File: src/rtl/core/nbgv_pkg.sv
`default_nettype none
package nbgv_pkg;

  // Default depth of the request queue between front and back
  localparam int unsigned NBGV_QUEUE_DEPTH = 2;

  // Command codes on the request channel
  localparam logic [1:0] CMD_LOAD  = 2'd0;
  localparam logic [1:0] CMD_ACCUM = 2'd1;
  localparam logic [1:0] CMD_INTEG = 2'd2;

  // Result kinds
  localparam logic RES_FORCE = 1'b0;
  localparam logic RES_STEP  = 1'b1;

  // Register indexes (byte address 8*i)
  localparam logic [1:0] REG_TIME_STEP = 2'd0;
  localparam logic [1:0] REG_SOFTENING = 2'd1;
  localparam logic [1:0] REG_CUTOFF    = 2'd2;

  localparam logic [63:0] SIGN64 = 64'h8000_0000_0000_0000;
  localparam logic [63:0] MAXPOS = 64'h7FFF_FFFF_FFFF_FFFF;

  // Shared arithmetic unit widths
  localparam int unsigned MUL_A_W = 96;
  localparam int unsigned MUL_B_W = 64;
  localparam int unsigned MUL_P_W = MUL_A_W + MUL_B_W;
  localparam int unsigned DIV_N_W = 160;
  localparam int unsigned DIV_D_W = 112;

  // Request kind decided by the front, one-hot
  typedef enum logic [2:0] {
    K_LOAD  = 3'b001,
    K_ACCUM = 3'b010,
    K_INTEG = 3'b100
  } kind_t;

  typedef struct packed {
    logic [1:0]       command;
    logic [9:0]       body_index;
    logic             first_source;
    logic             last_source;
    logic [2:0][63:0] pos;
    logic [2:0][63:0] vel;
    logic [47:0]      source_gm;
  } item_t;

  typedef struct packed {
    kind_t            kind;
    logic [9:0]       body_index;
    logic             first_source;
    logic             last_source;
    logic [2:0][63:0] pos;
    logic [2:0][63:0] vel;
    logic [47:0]      source_gm;
  } entry_t;

  typedef struct packed {
    logic empty;
    logic full;
  } q_status_t;

  typedef struct packed {
    logic busy;
    logic res_load;
  } exec_status_t;

  typedef struct packed {
    logic [31:0] time_step;
    logic [63:0] softening_squared;
    logic [63:0] cutoff_squared;
  } cfg_t;

  // Signed saturating add
  function automatic logic [63:0] sat_add(input logic [63:0] a, input logic [63:0] b);
    logic [63:0] r;
    r = a + b;
    if (((a ^ b) & SIGN64) == 64'd0 && ((a ^ r) & SIGN64) != 64'd0)
      return a[63] ? SIGN64 : MAXPOS;
    return r;
  endfunction

  // Apply sign to a magnitude and saturate; over marks bits above the low word
  function automatic logic [63:0] sat_mag(input logic [63:0] lo, input logic over,
                                          input logic neg);
    if (!neg)
      return (over || lo > MAXPOS) ? MAXPOS : lo;
    return (over || lo > SIGN64) ? SIGN64 : 64'd0 - lo;
  endfunction

  function automatic logic [63:0] mag64(input logic [63:0] v);
    return v[63] ? 64'd0 - v : v;
  endfunction

endpackage
`default_nettype wire

File: src/rtl/core/nbgv_front.sv
`default_nettype none
module nbgv_front import nbgv_pkg::*; #(
  parameter int unsigned QUEUE_DEPTH = NBGV_QUEUE_DEPTH
) (
  input  wire logic   clk,
  input  wire logic   rst,
  input  wire logic   cmd_valid,
  output logic        cmd_stall,
  input  wire item_t  item,
  input  wire logic   pop,
  output entry_t      head,
  output q_status_t   status
);

  localparam int unsigned PTR_W = (QUEUE_DEPTH > 1) ? $clog2(QUEUE_DEPTH) : 1;
  localparam int unsigned CNT_W = $clog2(QUEUE_DEPTH + 1);
  localparam logic [PTR_W-1:0] LAST_PTR = PTR_W'(QUEUE_DEPTH - 1);
  localparam logic [CNT_W-1:0] FULL_CNT = CNT_W'(QUEUE_DEPTH);

  entry_t           slots [QUEUE_DEPTH];
  logic [PTR_W-1:0] wr_ptr, rd_ptr;
  logic [CNT_W-1:0] count;
  entry_t           entry;
  logic             keep;
  logic             push;

  // Classify the request; unused codes are taken and dropped
  always_comb begin
    entry.body_index   = item.body_index;
    entry.first_source = item.first_source;
    entry.last_source  = item.last_source;
    entry.pos          = item.pos;
    entry.vel          = item.vel;
    entry.source_gm    = item.source_gm;
    entry.kind         = K_LOAD;
    keep               = 1'b1;
    case (item.command)
      CMD_LOAD:  entry.kind = K_LOAD;
      CMD_ACCUM: entry.kind = K_ACCUM;
      CMD_INTEG: entry.kind = K_INTEG;
      default:   keep = 1'b0;
    endcase
  end

  assign status.empty = (count == '0);
  assign status.full  = (count == FULL_CNT);
  assign cmd_stall    = status.full;
  assign push         = cmd_valid && !status.full && keep;
  assign head         = slots[rd_ptr];

  // Hold entries and advance pointers
  always_ff @(posedge clk) begin
    if (rst) begin
      wr_ptr <= '0;
      rd_ptr <= '0;
      count  <= '0;
    end else begin
      if (push) begin
        wr_ptr <= (wr_ptr == LAST_PTR) ? '0 : wr_ptr + 1'b1;
      end
      if (pop) begin
        rd_ptr <= (rd_ptr == LAST_PTR) ? '0 : rd_ptr + 1'b1;
      end
      if (push && !pop) begin
        count <= count + 1'b1;
      end else if (pop && !push) begin
        count <= count - 1'b1;
      end
    end
  end

  always_ff @(posedge clk) begin
    if (push) begin
      slots[wr_ptr] <= entry;
    end
  end

endmodule
`default_nettype wire

File: config.mk
export PLATFORM = sky130hd
export DESIGN_NAME = nbgv_front
export DESIGN_NICKNAME = d
export VERILOG_FILES = /design/src/rtl/core/nbgv_pkg.sv /design/src/rtl/core/nbgv_front.sv
export SDC_FILE = /design/constraint.sdc
export NUM_CORES = 1
export LEC_CHECK = 0
export ABC_CLOCK_PERIOD_IN_PS = 17100
export BUFFER_PORTS_ARGS = -buffer_cell sky130_fd_sc_hd__buf_2
export CORE_AREA = 2 2 347 349
export CTS_CLUSTER_DIAMETER = 80
export CTS_CLUSTER_SIZE = 25
export DETAILED_ROUTE_END_ITERATION = 12
export DIE_AREA = 0 0 349 351
export PLACE_DENSITY = 0.54
export SYNTH_ARGS = -nofsm -noshare
export SYNTH_HDL_FRONTEND = slang
export SYNTH_SLANG_ARGS = --single-unit
export TNS_END_PERCENT = 100
File: constraint.sdc
create_clock -name clk -period 17.1 [get_ports clk]
set_input_delay 1.71 -clock clk [delete_from_list [all_inputs] [get_ports clk]]
set_output_delay 1.71 -clock clk [all_outputs]
set_load 0.01 [all_outputs]
# After elaboration in Yosys (flattened, before gate mapping)

Memories as Yosys holds them, arrays and structs flattened. A register that Yosys moved wholly into a read port is not among the register bits.
Cells that the tools add are included.

Reduce and logical (&&, ||, !) cells: 11
Multipliers: 0
Add/sub/neg operators: 4
Bitwise logic cells: 0
$lt $le $gt $ge: 0
Equality and inequality tests: 3
Muxes and demuxes: 10
Div/mod/pow operators: 0
Shift operators: 0

Operators by type and width:

| cell                | number |
|---|---|
| $mux 1              | 7 |
| $pmux 3 s2          | 1 |
| $eq 2x2->1 const B  | 2 |
| $logic_and 1x1->1   | 4 |
| $logic_not 2->1     | 2 |
| $mux 2              | 2 |
| $logic_not 1->1     | 3 |
| $reduce_or 3->1     | 1 |
| $add 1x1->1 const B | 2 |
| $add 2x1->2 const B | 1 |
| $eq 2x1->1 const B  | 1 |
| $reduce_bool 2->1   | 1 |
| $sub 2x1->2 const B | 1 |

Memories kept: 1
Input bits: 450
Latch bits: 0
Register bits after elaboration: 4
Output and inout bits: 450
Memory bits (writable): 894
Memory bits (read-only): 0
Word-level logic and storage cells: 32

Memory list:

| memory | words | width | rd ports | clocked after Yosys merged registers in | write ports | line             | source |
|---|---|---|---|---|---|---|---|
| slots  | 2     | 447   | 1        | 1                                       | 1           | nbgv_front.sv:20 | `entry_t slots [QUEUE_DEPTH];` |

# Logic depth before layout (Yosys ltp)

Depth after elaboration: 8
Gate-level depth with buffers: 7

# Worst setup path before layout

Ideal clock, no wire load.

Path kind: input -> register
Start point: input item[444] (netlist bit)
End point: memory slots[1][0] (netlist bit) (enable)
Stages on the path: 3
Path buffers: 0
Setup time: 0.871 ns
Slack: 3.939 ns
Arrival time: 12.290 ns
Data required time: 16.229 ns
Cell sequence: ha_1 > nor2b_1 > and3_1

Word-level cells in the longest chain between the ends: 6
Elaborated cells between the ends (all ways): 8
Those cells by class: 2 x eq/ne; 3 x mux; 3 x reduce/logical

RTL lines:

| element                              | line             | source |
|---|---|---|
| start: declaration                   | nbgv_front.sv:9  | `input wire item_t item,` |
| $eq 2x2->1 (tied with other cells)   | nbgv_front.sv:37 | `case (item.command)` |
| $reduce_or 3->1 (no source line) (*) | n/a              |  |
| $mux 1 (*)                           | nbgv_front.sv:37 |  |
| $logic_and 1x1->1 (*)                | nbgv_front.sv:48 | `assign push = cmd_valid && !status.full && keep;` |
| $mux 1 (*)                           | nbgv_front.sv:73 | `if (push) begin` |
| $mux 1 (implied by the code) (*)     | nbgv_front.sv:74 | `slots[wr_ptr] <= entry;` |
| end: declaration                     | nbgv_front.sv:20 |  |

Mark *: on every way between the ends. The rest lies on a longest branch, timed or not.

==> summary.md <==
| Metric | Value |
|---|---|
| Status | completed |
| Vias in the first global route | 17228 |
| Sequential area share after synthesis | 0.776 |
| Post-CTS Setup Inserts | 0 |
| Setup CP Type | register to primary output |
| Hold Path Class | register to register |
| MaxCap Viol Count | 0 |
| Slew Limit Fails | 0 |
| Die footprint | 122000 µm² |
| Worst-Skew Late Latency | 630 ps |
| Sw Share | 0.241 |
| RSZ-0062 raised after global routing | no |
| Nets | between 2000 and 3000 |
| Hold buffer count at cts | 0 |
| Number of synthesized flops with an enable pin | around 890 |
| Pin count of the biggest net entering global routing | between 100 and 150 |
| Setup violators final | 0 |
| Pre-CTS setup slack | 10260 ps |
| CP Launch Type | register |
| Placement Cell Area | 40400 µm² |
| Gpl congestion | between 0.8 and 0.9 |
| Yosys reg bits | 899 |
| Row count | 127 |
| Clk sinks | 899 |
| Vias post-DR | 16452 |
| Total CTS buffers | 45 |
| Logic gate share of total power | 0.157 |
| Top cells by area, synth | edfxtp_1 77%, mux2_4 19%, buf_12 2.5%, mux2_2 0.55%, dfxtp_1 0.29% |
| Final instance area | 41800 µm² |
| Post-Syn Instances | 1424 |
| Pleak | 16.0 nW |
| Peak supply drop | 0.0827 mV |
| Share of cells above drive strength 1 | 0.605 |
| Critical path required time | 15390 ps |
| Slew @ Worst Pin | around 1200 ps |
| # IOs | 900 |
| Cell taking the most area after synthesis | edfxtp_1 |
| F_max | 0.159 GHz |
| CTS clk-pin slew, worst paths | 100 ps |
| Synth warnings | 0 |
| Sequential Power Share | 0.579 |
| Die span in x | ~350 µm |
| Pint | about 0.0035 W |
| Starting Density | 0.292 |
| Avg Cell Area, Syn | 24.4 µm² |
| Routed len/inst | about 20 µm |
| Mapped cell area | 34700 µm² |
| CTS tree | built |
| Total GRT Usage | 0.122 |
| Worst Hold Depth | 2 |
| Via density | 4.20 |
| Post-synth top area share | 0.773 |
| GR Overflow Total | 0 |
| First-pass GRT wire length | about 110000 µm |
| Most common cell after layout, fill and taps aside | buf_2 |
| Net switching power | 0.00110 W |
| Commonest non-fill, non-tap cells in the layout | 899 x buf_2, 894 x edfxtp_1, 430 x mux2_4, 45 x clkbuf_16, 17 x mux2_2 |
| Final core area utilization | 0.351 |
| Asr flop ratio synth | 0 |
| # port buffers | 899 |
| Net Count, Synth | around 1900 |
| Distinct cells, synth | 22 |
| Routed wire length | 80700 µm |
| DR pass1 iterations | 4 |
| Sum of negative setup slack | 0 ps |
| Core Region | roughly 120000 µm² |
| Number of DRC markers in iteration 0 | just over 1000 |
| P&R area growth vs syn | 20.3% |
| Slew HR | 0.227 |
| Cell area power density | 110 nW/µm² |
| Synth Flop Type | edfxtp_1 |
| R2R depth | 6 |
| Clock Skew | 23.1 ps |
| Critical path capture point type | primary output |
| Post-cts gate resize count | 0 |
| Fin crit period | 6270 ps |
| H-tree Lvls | 2 |
| Routed Antenna Nets | 0 |
| Final hold vios | 0 |
| CP Max Fanout | 54 |
| Post-DP HPWL | 58400 µm |
| DRC | 0 |
| Initial antenna violation count | 30 |
| Clock group share of total power | 0.264 |
| Final Worst Setup Slack | 10830 ps |
| Max clock buf depth | 3 |
| Crit path DAT | 4560 ps |
| Clock root buffer | clkbuf_16 |
| Die H | 351 µm |
| Final Cycle Share | 0.367 |
[flip-flops by register name, summed over array words and instances, names as in the netlist, named ones only]
register  cells
rd_ptr        1
count         2
wr_ptr        1
slots       894
[synth_stat cells, types with 2 or more instances]
cell,n
edfxtp_1,894
mux2_4,430
buf_12,44
mux2_2,17
inv_1,6
buf_6,5
dfxtp_1,5
ha_1,4
nor2_1,4
a21oi_1,2
xor2_1,2
[power groups by stage]
stage	logic [W]	clock network, W	registers, W
after global routing	0.000769	0.00133	0.00267
after global placement	0.000725	0	0.00270
final	0.000721	0.00121	0.00266
after CTS	0.000737	0.00126	0.00266
after detailed placement	0.000734	0	0.00271
after floorplan	0.000470	0	0.00277
[worst max-delay path, cell delays in order (launching register included)]
cell and delay [ps]:
dfxtp_4 770, buf_4 850, buf_4 840, buf_4 780, mux2_4 360, buf_2 140
[logic make-up (layout without fill, tap and decap cells)]
group	after synthesis	in the layout	synth area share
compound gates	4	4	0.000649
mux	447	447	0.191
buf+inv	57	990	0.0280
xor+xnor	3	3	0.000757
simple gates	10	10	0.00148
fa+ha+maj	4	4	0.00144
flops	899	899	0.776
other cells	0	14	0
[cell type report]
class | instances | area [µm²]
Clock inverter | 17 | 200
Fill cell | 11254 | 77300
Inverter | 6 | 30.0
Tap cell | 1548 | 1940
Clock buffer | 51 | 1150
Sequential cell | 899 | 26900
Antenna cell | 14 | 35.0
Multi-Input combinational cell | 468 | 6800
Timing Repair Buffer | 916 | 4660
[path summary, 6_finish.rpt]
check	startpoint	to	slack [ps]
setup reg to reg	count[0]	slots[1][147]	12050
hold / removal	rd_ptr	register	540
setup / recovery	register	head[307]	10830
hold reg to reg	rd_ptr	register	540
[layer usage]
layer,wire [µm],global-route usage
met1,29200,0.130
met2,42800,0.223
met3,6780,0.0454
met4,1680,0.0357
met5,226,0
[per-stage QoR]
step / power (W) / instances / hold slack [ps]
6_report: 0.00459 / 3919 / 541
5_1_grt: 0.00477 / 3914 / 576
4_1_cts: 0.00466 / 3905 / 545
3_5_place_dp: 0.00344 / 3837 / 516
3_3_place_gp: 0.00343 / 3837 / 487
2_1_floorplan: 0.00324 / 1424 / 466
No activity file was read; power rests on OpenSTA's default activity.
